**src/hw/rtl/tas_pkg.sv**
```systemverilog
// Shared types and codes for the timed action sequencer.
package tas_pkg;

  localparam int unsigned DUR_W      = 32;
  localparam int unsigned TIME_W     = 32;
  localparam int unsigned ENTRY_IDX_W = 4;
  localparam int unsigned ACT_IDX_W  = 4;
  localparam int unsigned COUNT_W    = 5;
  localparam int unsigned LIMIT_W    = 16;
  localparam int unsigned CFG_IDX_W  = 1;
  localparam int unsigned CFG_DATA_W = 16;

  typedef enum logic [1:0] {
    MODE_TICK  = 2'd0,
    MODE_LOAD  = 2'd1,
    MODE_START = 2'd2,
    MODE_STOP  = 2'd3
  } mode_t;

  typedef enum logic [1:0] {
    ST_OK          = 2'd0,
    ST_DONE        = 2'd1,
    ST_REFUSED     = 2'd2,
    ST_REFUSED_REP = 2'd3
  } status_t;

  typedef enum logic [CFG_IDX_W-1:0] {
    REG_ACTION_COUNT = 1'd0,
    REG_CYCLE_LIMIT  = 1'd1
  } reg_idx_t;

  typedef struct packed {
    logic                 issued;
    logic [ACT_IDX_W-1:0] action_index;
    status_t              status;
    logic                 running;
  } result_t;

endpackage

```
**src/hw/rtl/tas_table.sv**
```systemverilog
// Action table: duration and repeat flag per slot, registered read with write bypass.
module tas_table import tas_pkg::*; #(
  parameter int unsigned DEPTH  = 16,
  parameter int unsigned ADDR_W = 4
) (
  input  logic              clk,
  input  logic              wr_en,
  input  logic [ADDR_W-1:0] wr_addr,
  input  logic [DUR_W-1:0]  wr_dur,
  input  logic              wr_rep,
  input  logic [ADDR_W-1:0] rd_addr,
  output logic [DUR_W-1:0]  rd_dur,
  output logic              rd_rep
);

  logic [DUR_W:0] mem [DEPTH];
  logic [DUR_W:0] rd_data_r;

  always_ff @(posedge clk) begin
    if (wr_en) begin
      mem[wr_addr] <= {wr_rep, wr_dur};
    end
  end

  // A load to the slot being fetched must be seen by the next tick
  always_ff @(posedge clk) begin
    if (wr_en && (wr_addr == rd_addr)) begin
      rd_data_r <= {wr_rep, wr_dur};
    end else begin
      rd_data_r <= mem[rd_addr];
    end
  end

  assign rd_dur = rd_data_r[DUR_W-1:0];
  assign rd_rep = rd_data_r[DUR_W];

endmodule

```
**src/hw/rtl/tas_core.sv**
```systemverilog
// Sequencer state and per-item decision logic.
module tas_core import tas_pkg::*; #(
  parameter int unsigned MAX_STEPS  = 16,
  parameter int unsigned PASS_WIDTH = 16,
  parameter int unsigned PTR_W      = 4
) (
  input  logic                   clk,
  input  logic                   rst_n,
  input  logic                   step,
  input  mode_t                  mode,
  input  logic [TIME_W-1:0]      now_ms,
  input  logic                   issue_ok,
  input  logic [ENTRY_IDX_W-1:0] entry_index,
  input  logic [COUNT_W-1:0]     action_count,
  input  logic [LIMIT_W-1:0]     cycle_limit,
  input  logic [DUR_W-1:0]       tbl_dur,
  input  logic                   tbl_rep,
  output logic                   tbl_wr_en,
  output logic [PTR_W-1:0]       tbl_wr_addr,
  output logic [PTR_W-1:0]       tbl_rd_addr,
  output result_t                res
);

  localparam int unsigned CNT_W = $clog2(MAX_STEPS + 1);

  logic                  active_r, active_nxt;
  logic                  await_r, await_nxt;
  logic [PTR_W-1:0]      ptr_r, ptr_nxt;
  logic [PASS_WIDTH-1:0] pass_r, pass_nxt;
  logic [TIME_W-1:0]     start_r, start_nxt;

  logic [CNT_W-1:0]      used_cnt;
  logic [TIME_W-1:0]     elapsed;
  logic [PTR_W:0]        next_ptr;
  logic [PASS_WIDTH-1:0] pass_inc;
  logic [PTR_W-1:0]      ptr_cand;
  logic                  finish;

  always_comb begin
    if (32'(action_count) > MAX_STEPS) begin
      used_cnt = CNT_W'(MAX_STEPS);
    end else begin
      used_cnt = CNT_W'(action_count);
    end
  end

  assign elapsed     = now_ms - start_r;
  assign next_ptr    = (PTR_W+1)'(ptr_r) + (PTR_W+1)'(1);
  assign pass_inc    = (pass_r == '1) ? pass_r : pass_r + PASS_WIDTH'(1);
  assign tbl_wr_addr = PTR_W'(entry_index);
  assign tbl_rd_addr = ptr_nxt;

  always_comb begin
    active_nxt       = active_r;
    await_nxt        = await_r;
    ptr_nxt          = ptr_r;
    pass_nxt         = pass_r;
    start_nxt        = start_r;
    tbl_wr_en        = 1'b0;
    ptr_cand         = next_ptr[PTR_W-1:0];
    finish           = 1'b0;
    res.issued       = 1'b0;
    res.status       = ST_OK;
    if (step) begin
      case (mode)
        MODE_LOAD: begin
          if (32'(entry_index) < MAX_STEPS) tbl_wr_en = 1'b1;
        end
        MODE_START: begin
          if (used_cnt != '0) begin
            active_nxt = 1'b1;
            await_nxt  = 1'b1;
          end
        end
        MODE_STOP: begin
          active_nxt = 1'b0;
        end
        MODE_TICK: begin
          if (active_r) begin
            if (await_r) begin
              await_nxt  = 1'b0;
              ptr_nxt    = '0;
              start_nxt  = now_ms;
              pass_nxt   = '0;
              res.issued = 1'b1;
              if (!issue_ok) begin
                active_nxt = 1'b0;
                res.status = ST_REFUSED;
              end
            end else if (elapsed >= tbl_dur) begin
              // end of table: count a pass, then finish or wrap
              if (32'(next_ptr) >= 32'(used_cnt)) begin
                pass_nxt = pass_inc;
                if ((cycle_limit != '0) && (32'(pass_inc) >= 32'(cycle_limit))) begin
                  finish = 1'b1;
                end else begin
                  ptr_cand = '0;
                end
              end
              if (finish) begin
                active_nxt = 1'b0;
                res.status = ST_DONE;
              end else begin
                ptr_nxt    = ptr_cand;
                start_nxt  = now_ms;
                res.issued = 1'b1;
                if (!issue_ok) begin
                  active_nxt = 1'b0;
                  res.status = ST_REFUSED;
                end
              end
            end else if (tbl_rep) begin
              res.issued = 1'b1;
              if (!issue_ok) res.status = ST_REFUSED_REP;
            end
          end
        end
        default: ;
      endcase
    end
    res.action_index = ACT_IDX_W'(ptr_nxt);
    res.running      = active_nxt;
  end

  always_ff @(posedge clk) begin
    if (!rst_n) begin
      active_r <= 1'b0;
      await_r  <= 1'b0;
      ptr_r    <= '0;
      pass_r   <= '0;
      start_r  <= '0;
    end else begin
      active_r <= active_nxt;
      await_r  <= await_nxt;
      ptr_r    <= ptr_nxt;
      pass_r   <= pass_nxt;
      start_r  <= start_nxt;
    end
  end

endmodule

```
**src/hw/rtl/timed_action_sequencer.sv**
```systemverilog
// Timed action sequencer: one item per clock while results are taken. Each input
// transfer lands in an input register; the sequencer state, the registered
// action-table fetch and the live configuration then decide the result, which is
// held in an output register. A new item is taken every cycle while results are
// taken; out_stall backs up through the two registers to in_stall. The table has
// MAX_STEPS slots, read through a register at the pointer the current item leaves,
// so ticks run back to back. The user writes configuration through cfg_wr_en/
// cfg_index/cfg_data (0 action_count, 1 cycle_limit) only while idle; the block does not enforce this.
module timed_action_sequencer import tas_pkg::*; #(
  parameter int unsigned MAX_STEPS  = 16,
  parameter int unsigned PASS_WIDTH = 16
) (
  input  logic                   clk,
  input  logic                   rst_n,
  input  logic                   in_valid,
  output logic                   in_stall,
  input  logic [1:0]             in_mode,
  input  logic [TIME_W-1:0]      in_now_ms,
  input  logic                   in_issue_ok,
  input  logic [ENTRY_IDX_W-1:0] in_entry_index,
  input  logic [DUR_W-1:0]       in_entry_duration,
  input  logic                   in_entry_repeat,
  output logic                   out_valid,
  input  logic                   out_stall,
  output logic                   out_issued,
  output logic [ACT_IDX_W-1:0]   out_action_index,
  output logic [1:0]             out_status,
  output logic                   out_running,
  input  logic                   cfg_wr_en,
  input  logic [CFG_IDX_W-1:0]   cfg_index,
  input  logic [CFG_DATA_W-1:0]  cfg_data
);

  localparam int unsigned PTR_W = (MAX_STEPS > 1) ? $clog2(MAX_STEPS) : 1;

  logic [COUNT_W-1:0]     action_count_r;
  logic [LIMIT_W-1:0]     cycle_limit_r;

  logic                   in_vld_r;
  mode_t                  mode_r;
  logic [TIME_W-1:0]      now_r;
  logic                   ok_r;
  logic [ENTRY_IDX_W-1:0] eidx_r;
  logic [DUR_W-1:0]       edur_r;
  logic                   erep_r;

  logic                   out_vld_r;
  result_t                res_r;
  result_t                res;

  logic                   adv;
  logic                   in_xfer;
  logic                   step;

  logic                   tbl_wr_en;
  logic [PTR_W-1:0]       tbl_wr_addr;
  logic [PTR_W-1:0]       tbl_rd_addr;
  logic [DUR_W-1:0]       tbl_dur;
  logic                   tbl_rep;

  assign adv      = !out_vld_r || !out_stall;
  assign in_stall = in_vld_r && !adv;
  assign in_xfer  = in_valid && !in_stall;
  assign step     = in_vld_r && adv;

  always_ff @(posedge clk) begin
    if (!rst_n) begin
      action_count_r <= '0;
      cycle_limit_r  <= '0;
    end else if (cfg_wr_en) begin
      case (reg_idx_t'(cfg_index))
        REG_ACTION_COUNT: action_count_r <= cfg_data[COUNT_W-1:0];
        REG_CYCLE_LIMIT:  cycle_limit_r  <= cfg_data[LIMIT_W-1:0];
        default: ;
      endcase
    end
  end

  always_ff @(posedge clk) begin
    if (!rst_n) begin
      in_vld_r  <= 1'b0;
      out_vld_r <= 1'b0;
    end else begin
      if (in_xfer) begin
        in_vld_r <= 1'b1;
      end else if (adv) begin
        in_vld_r <= 1'b0;
      end
      if (adv) out_vld_r <= in_vld_r;
    end
  end

  always_ff @(posedge clk) begin
    if (in_xfer) begin
      mode_r <= mode_t'(in_mode);
      now_r  <= in_now_ms;
      ok_r   <= in_issue_ok;
      eidx_r <= in_entry_index;
      edur_r <= in_entry_duration;
      erep_r <= in_entry_repeat;
    end
    if (step) res_r <= res;
  end

  tas_core #(
    .MAX_STEPS  (MAX_STEPS),
    .PASS_WIDTH (PASS_WIDTH),
    .PTR_W      (PTR_W)
  ) u_core (
    .clk          (clk),
    .rst_n        (rst_n),
    .step         (step),
    .mode         (mode_r),
    .now_ms       (now_r),
    .issue_ok     (ok_r),
    .entry_index  (eidx_r),
    .action_count (action_count_r),
    .cycle_limit  (cycle_limit_r),
    .tbl_dur      (tbl_dur),
    .tbl_rep      (tbl_rep),
    .tbl_wr_en    (tbl_wr_en),
    .tbl_wr_addr  (tbl_wr_addr),
    .tbl_rd_addr  (tbl_rd_addr),
    .res          (res)
  );

  tas_table #(
    .DEPTH  (MAX_STEPS),
    .ADDR_W (PTR_W)
  ) u_table (
    .clk     (clk),
    .wr_en   (tbl_wr_en),
    .wr_addr (tbl_wr_addr),
    .wr_dur  (edur_r),
    .wr_rep  (erep_r),
    .rd_addr (tbl_rd_addr),
    .rd_dur  (tbl_dur),
    .rd_rep  (tbl_rep)
  );

  assign out_valid        = out_vld_r;
  assign out_issued       = res_r.issued;
  assign out_action_index = res_r.action_index;
  assign out_status       = res_r.status;
  assign out_running      = res_r.running;

endmodule

```
**config.mk**
```make
export PLATFORM = sky130hd
export DESIGN_NAME = timed_action_sequencer
export DESIGN_NICKNAME = d
export VERILOG_FILES = /design/src/hw/rtl/tas_pkg.sv /design/src/hw/rtl/tas_table.sv /design/src/hw/rtl/tas_core.sv /design/src/hw/rtl/timed_action_sequencer.sv
export SDC_FILE = /design/constraint.sdc
export NUM_CORES = 1
export LEC_CHECK = 0
export BUFFER_PORTS_ARGS = -buffer_cell sky130_fd_sc_hd__buf_2
export CORE_MARGIN = 1.5
export CORE_UTILIZATION = 50
export DETAILED_ROUTE_END_ITERATION = 6
export PLACE_DENSITY = 0.68
export SYNTH_ARGS = -nofsm -noshare
export SYNTH_HDL_FRONTEND = slang
export SYNTH_HIERARCHICAL = 1
export SYNTH_SLANG_ARGS = --single-unit
```
**constraint.sdc**
```tcl
create_clock -name clk -period 8.3 [get_ports clk]
set_clock_uncertainty 0.1 [all_clocks]
set_input_delay 1.66 -clock clk [delete_from_list [all_inputs] [get_ports clk]]
set_output_delay 1.66 -clock clk [all_outputs]
set_load 0.05 [all_outputs]
```
Word level (Yosys, flattened, before mapping)

Memory sizes are Yosys's and may differ from the RTL's. A register that Yosys moved wholly into a read port is not among the register bits.
Index checks and enable logic that the tools add are counted.

Logic and storage cells: 107
Input bits: 94
Memories: 1
Register bits after elaboration: 157
Output and inout port bits: 10
Bits in writable memories: 528

Add/sub/neg operators: 3
Reduce and logical (&&, ||, !) cells: 22
Mux-type cells: 50
$lt $le $gt $ge: 4
Equal/unequal tests: 7
Bitwise logic cells: 1

Memories:

| name        | depth | bits a word | read ports | clocked after Yosys merged registers in | wr ports | RTL line        | RTL |
|---|---|---|---|---|---|---|---|
| u_table.mem | 16    | 33          | 1          | 1                                       | 1        | tas_table.sv:16 | `logic [DUR_W:0] mem [DEPTH];` |

Operators by type and width:

| operator                | count |
|---|---|
| $mux W32                | 3 |
| $mux W16                | 4 |
| $ge A32 B32 Y1          | 1 |
| $mux W4                 | 8 |
| $sub A32 B32 Y32        | 1 |
| $mux W1                 | 26 |
| $add A16 B1 Y16 const B | 1 |
| $eq A16 B16 Y1 const B  | 1 |
| $ge A16 B16 Y1          | 1 |
| $reduce_bool A16 Y1     | 1 |
| $mux W2                 | 6 |
| $reduce_and A5 Y1       | 2 |
| $reduce_bool A2 Y1      | 4 |
| $ne A2 B1 Y1 const B    | 3 |
| $reduce_and A2 Y1       | 3 |
| $add A4 B1 Y5 const B   | 1 |
| $ge A5 B5 Y1            | 1 |
| $gt A5 B5 Y1 const B    | 1 |
| $mux W5                 | 1 |
| $reduce_bool A5 Y1      | 1 |
| $eq A2 B2 Y1 const B    | 2 |
| $logic_and A1 B1 Y1     | 4 |
| $logic_not A1 Y1        | 4 |
| $reduce_and A4 Y1       | 1 |
| 6 further kinds         | 6 |

Logic depth before layout (Yosys ltp)

Depth after elaboration: 17
Gate-level depth with buffers: 24
Depth with buffers taken out: 21

Hierarchy

Netlist, hierarchy kept.

By module, submodules not included:

| module                 | sequential area each (sq um) | area an instance (sq um) | cells each | times used |
|---|---|---|---|---|
| tas_table              | 15935.3                      | 20049.2                  | 835        | 1 |
| tas_core               | 1081.0                       | 5948.2                   | 806        | 1 |
| timed_action_sequencer | 2862.7                       | 3345.7                   | 178        | 1 |

Least setup slack after synthesis

Ideal clock, no wire load.

Path type: input to register
From: input out_stall
To: memory u_table/mem[0][0] (netlist bit), enable pin
Path slack: 2.161 ns
Buffers on the path: 0
Arrival time: 5.574 ns
Setup time: 0.464 ns
Stages: 4
Required time: 7.736 ns
Path through: a21boi_0 and3_1 or3b_2 nor3_1

Cells in the longest elaborated chain, start to end: 6

Ends and longest elaborated chain:

| item                          | RTL line                     | RTL |
|---|---|---|
| start: declaration            | timed_action_sequencer.sv:24 | `input logic out_stall,` |
| $logic_not A1 Y1              | timed_action_sequencer.sv:61 | `assign adv = !out_vld_r \|\| !out_stall;` |
| $logic_or A1 B1 Y1            | timed_action_sequencer.sv:61 |  |
| $logic_and A1 B1 Y1           | timed_action_sequencer.sv:64 | `assign step = in_vld_r && adv;` |
| $mux W1                       | tas_core.sv:64               | `if (step) begin` |
| named net tbl_wr_en           | timed_action_sequencer.sv:55 | `logic tbl_wr_en;` |
| $mux W1                       | tas_table.sv:20              | `if (wr_en) begin` |
| $mux W1 (not written as such) | tas_table.sv:21              | `mem[wr_addr] <= {wr_rep, wr_dur};` |
| end: declaration              | tas_table.sv:16              |  |

The timed path passes the listed nets, and every way through them passes these cells.

Worst setup path after layout

From: register now_r[14]
To: register u_core.pass_r[4]

Cells in the longest elaborated chain, start to end: 4

Ends and longest elaborated chain:

| item                                | RTL line                     | RTL |
|---|---|---|
| start: declaration                  | timed_action_sequencer.sv:41 | `logic [TIME_W-1:0] now_r;` |
| start signal: assignment            | timed_action_sequencer.sv:96 | `now_r <= in_now_ms;` |
| $sub A32 B32 Y32                    | tas_core.sv:47               | `assign elapsed = now_ms - start_r;` |
| $ge A32 B32 Y1                      | tas_core.sv:90               | `end else if (elapsed >= tbl_dur) begin` |
| $reduce_bool A2 Y1 (no source line) | --                           |  |
| $reduce_and A5 Y1 (no source line)  | --                           |  |
| end signal: assignment              | tas_core.sv:136              | `pass_r <= pass_nxt;` |
| end: declaration                    | tas_core.sv:29               | `logic [PASS_WIDTH-1:0] pass_r, pass_nxt;` |

Every way passes these cells.
A chain may end at the register's enable or synchronous reset.

==> results.json <==
{
  "cts_buffers": 73,
  "drc": 0,
  "initial_core_util_pct": 50.8,
  "path_depth": 17,
  "max_clock_freq_ghz": 0.185,
  "core_area_um2": 57800,
  "via_per_inst": 5.90,
  "die_h_um": 245,
  "cts_htree_levels": 3,
  "place_congestion": 0.854,
  "r2r_cells": 17,
  "worstHoldPathType": "reg -> reg",
  "worstPathCellList": "ha_1 > a21oi_2 > o21ai_1 > a2111o_1 > a311o_1 > a41oi_2 > o21a_1 > o21ai_1 > xor2_1 > ha_1 > a21o_1 > a21o_1 > a221oi_1 > o21ai_1 > o211ai_1 > a21oi_1 > a31o_2",
  "cp-end-kind": "flip-flop",
  "ant_nets": 0,
  "clkLatencyLatePin_ns": 0.62,
  "tightest_slew_ns": 1.03,
  "cts_post_setup_buffers_inserted": 0,
  "grt_usage_pct": 21.7,
  "final_cells": 2752,
  "netlist_top_cells_count": "edfxtp_1 (608), nand2_1 (186), mux4_2 (113), inv_1 (92), ha_1 (86)",
  "fill_cells": 4412,
  "antennaDiodeCount": 0,
  "syn_area_um2": 29300,
  "overflow": 0,
  "drive_gt1_share_pct": 19.9,
  "synth_top_cell_by_area": "edfxtp_1",
  "period_needed_ns": 5.40,
  "critPathLaunchType": "flip-flop",
  "cp.arrival_ns": 5.79,
  "path_buf_inv": 0,
  "drt_wl_total_mm": 64.1,
  "synthFlopType": "edfxtp_1",
  "status": "finished clean",
  "finalPower_mw": 7.25,
  "multi_input_area_um2": 8660,
  "period_share_pct": 65.0,
  "grt_max_degree": 102,
  "yosysWarnings": 6,
  "grt_pass1_vias": 16286,
  "synth-edff-count": 608,
  "worstSetupPathType": "reg -> reg",
  "cpPeakStageDelay_ns": 0.76,
  "netlist_top_cells_area": "edfxtp_1 (62%), mux4_2 (8.7%), dfxtp_1 (5.5%)",
  "ios": 104,
  "critPathRequiredTime_ns": 8.70,
  "r2r_slack_ns": 2.90,
  "setup_viol": 0,
  "synth_area_per_cell_um2": 16.1,
  "post-place-cells": 2621,
  "holdPathEnd": "u_core/start_r[26]",
  "rows": 88,
  "cts-root-buf": "clkbuf_16",
  "synth_cell_types": 69,
  "power_density_nw_per_um2": 220,
  "r2r-end": "u_core/pass_r[4]",
  "hold_viol": 0,
  "async_flop_share_pct": 0,
  "clock_path_buffers": 3,
  "synth.yosys.seq_area_share_pct": 67.7,
  "regArea_um2": 19900,
  "syn_inst": 1819,
  "post_cts_resized": 0,
  "portBuffers": 103,
  "die-area_um2": 60100,
  "ir_drop_mv": 0.171,
  "chipWidth_um": 245,
  "rsz0062_at_grt": "false",
  "dr.first_iter.drc_count": 1417,
  "hold_depth": 2,
  "fin_nets": 2112,
  "num_vias": 16233,
  "firstDrtPassIters": 5,
  "synth-seq-cells": 689,
  "grt_pass1_wl_mm": 97.3,
  "p_leak_nw": 11.0,
  "slew_violations": 0,
  "crit_family": "compound AO/OA/AOI/OAI gates",
  "synth.top_cell.area_share_pct": 62.2,
  "wl_per_cell_um": 23.3,
  "max_cap_violations": 0,
  "relSlewSlack_pct": 31.2,
  "critPathMaxFanout": 12,
  "tritoncts": "done",
  "tns_ns": 0,
  "dpl.hpwl_mm": 35.9,
  "hold_buffers": 0,
  "syn_to_final_growth_pct": 12.2,
  "synth_nets": 2000,
  "r2r_start": "now_r[14]",
  "antenna_found_initial": 0,
  "crit_slowest_cell": "o211ai_1",
  "cts_sinks": 689,
  "yosysMostFrequentCell": "edfxtp_1",
  "worst_path_most_repeated_cell": "o21ai_1",
  "min_from": "u_core/start_r[26]",
  "path_clk_slew_ns": 0.06
}
[layout make-up]
type                    instances  area share (%)
clock buffers                  90            5.78
clock inverters                41            1.23
inverters                      92            1.05
multi-input cells             944            26.3
flip-flops and latches        689            60.4
well taps                     765            2.91
repair buffers                131            2.29
[cells in the final DEF, fill, tap and decap left out, types with 25 or more instances in the layout]
master,instances
dfxtp_1,79
a21oi_1,45
mux2i_1,42
nand2_1,186
a22oi_1,66
xnor2_1,31
inv_1,92
ha_1,86
buf_2,102
clkbuf_16,73
nand4_1,25
mux4_2,113
o21ai_0,35
nand3_1,26
edfxtp_1,608
buf_4,27
a21o_1,26
nor2_1,41
[per-stage QoR]
| step | cell area, um^2 | utilization [%] | hold slack (ns) | setup WS (ns) |
|---|---|---|---|---|
| global route | 32900 | 56.9 | 0.371 | 2.53 |
| detailed placement | 30600 | 52.9 | 0.350 | 2.94 |
| CTS | 32900 | 56.9 | 0.360 | 2.96 |
| global placement | 30600 | 52.9 | 0.342 | 3.11 |
| floorplan | 29300 | - | 0.335 | 2.16 |
| finish | 32900 | 56.9 | 0.360 | 2.90 |
[power by group]
| part | internal (mW) | switching [mW] | total [mW] |
|---|---|---|---|
| clock | 1.78 | 1.34 | 3.11 |
| combinational | 0.106 | 0.163 | 0.269 |
| sequential | 3.81 | 0.0542 | 3.86 |
[logic make-up (layout without fill, tap and decap cells)]
group,after synthesis,count (layout),share of synthesized area (%)
simple gates,380,380,6.01
compound gates,260,260,6.17
flops,689,689,67.7
mux,175,175,11.8
buf+inv,186,354,3.24
xor+xnor,42,42,1.25
fa+ha+maj,87,87,3.74
[registers in the layout, indices dropped and copies added, names as in the netlist, 2 cells and up, named ones only]
register,cells
u_core/start_r,32
u_core/ptr_r,4
eidx_r,4
cycle_limit_r,16
out_status,2
action_count_r,5
edur_r,32
mode_r,2
now_r,32
out_action_index,4
u_table/mem,528
u_core/pass_r,16
[how the worst max path moves through the flow]
stage               startpoint                 to  slack [ns]
floorplan            out_stall  u_table/mem[0][0]        2.16
global placement     flip-flop  u_core/pass_r[11]        3.11
detailed placement   now_r[14]   u_core/pass_r[4]        2.94
CTS                  now_r[14]   u_core/pass_r[4]        2.96
global route          now_r[1]   u_core/pass_r[4]        2.53
finish               now_r[14]   u_core/pass_r[4]        2.90
[per-layer routing]
| metal | part of all wire, % | track usage [%] | wire, um |
|---|---|---|---|
| met1 | 42 | 29.7 | 27100 |
| met3 | 6.4 | 3.71 | 4090 |
| met4 | 1.8 | 5.70 | 1160 |
| met2 | 49 | 36.1 | 31700 |
| met5 | 0 | 0 | 0 |
[worst reg2reg max path, stage by stage (launching register included)]
cell	delay (ns)
edfxtp_1	0.40
ha_1	0.43
a21oi_2	0.20
o21ai_1	0.11
a2111o_1	0.42
a311o_1	0.34
a41oi_2	0.28
o21a_1	0.20
o21ai_1	0.09
xor2_1	0.16
ha_1	0.31
a21o_1	0.19
a21o_1	0.17
a221oi_1	0.30
o21ai_1	0.20
o211ai_1	0.76
a21oi_1	0.35
a31o_2	0.31
Power figures use the tool's default switching activity.
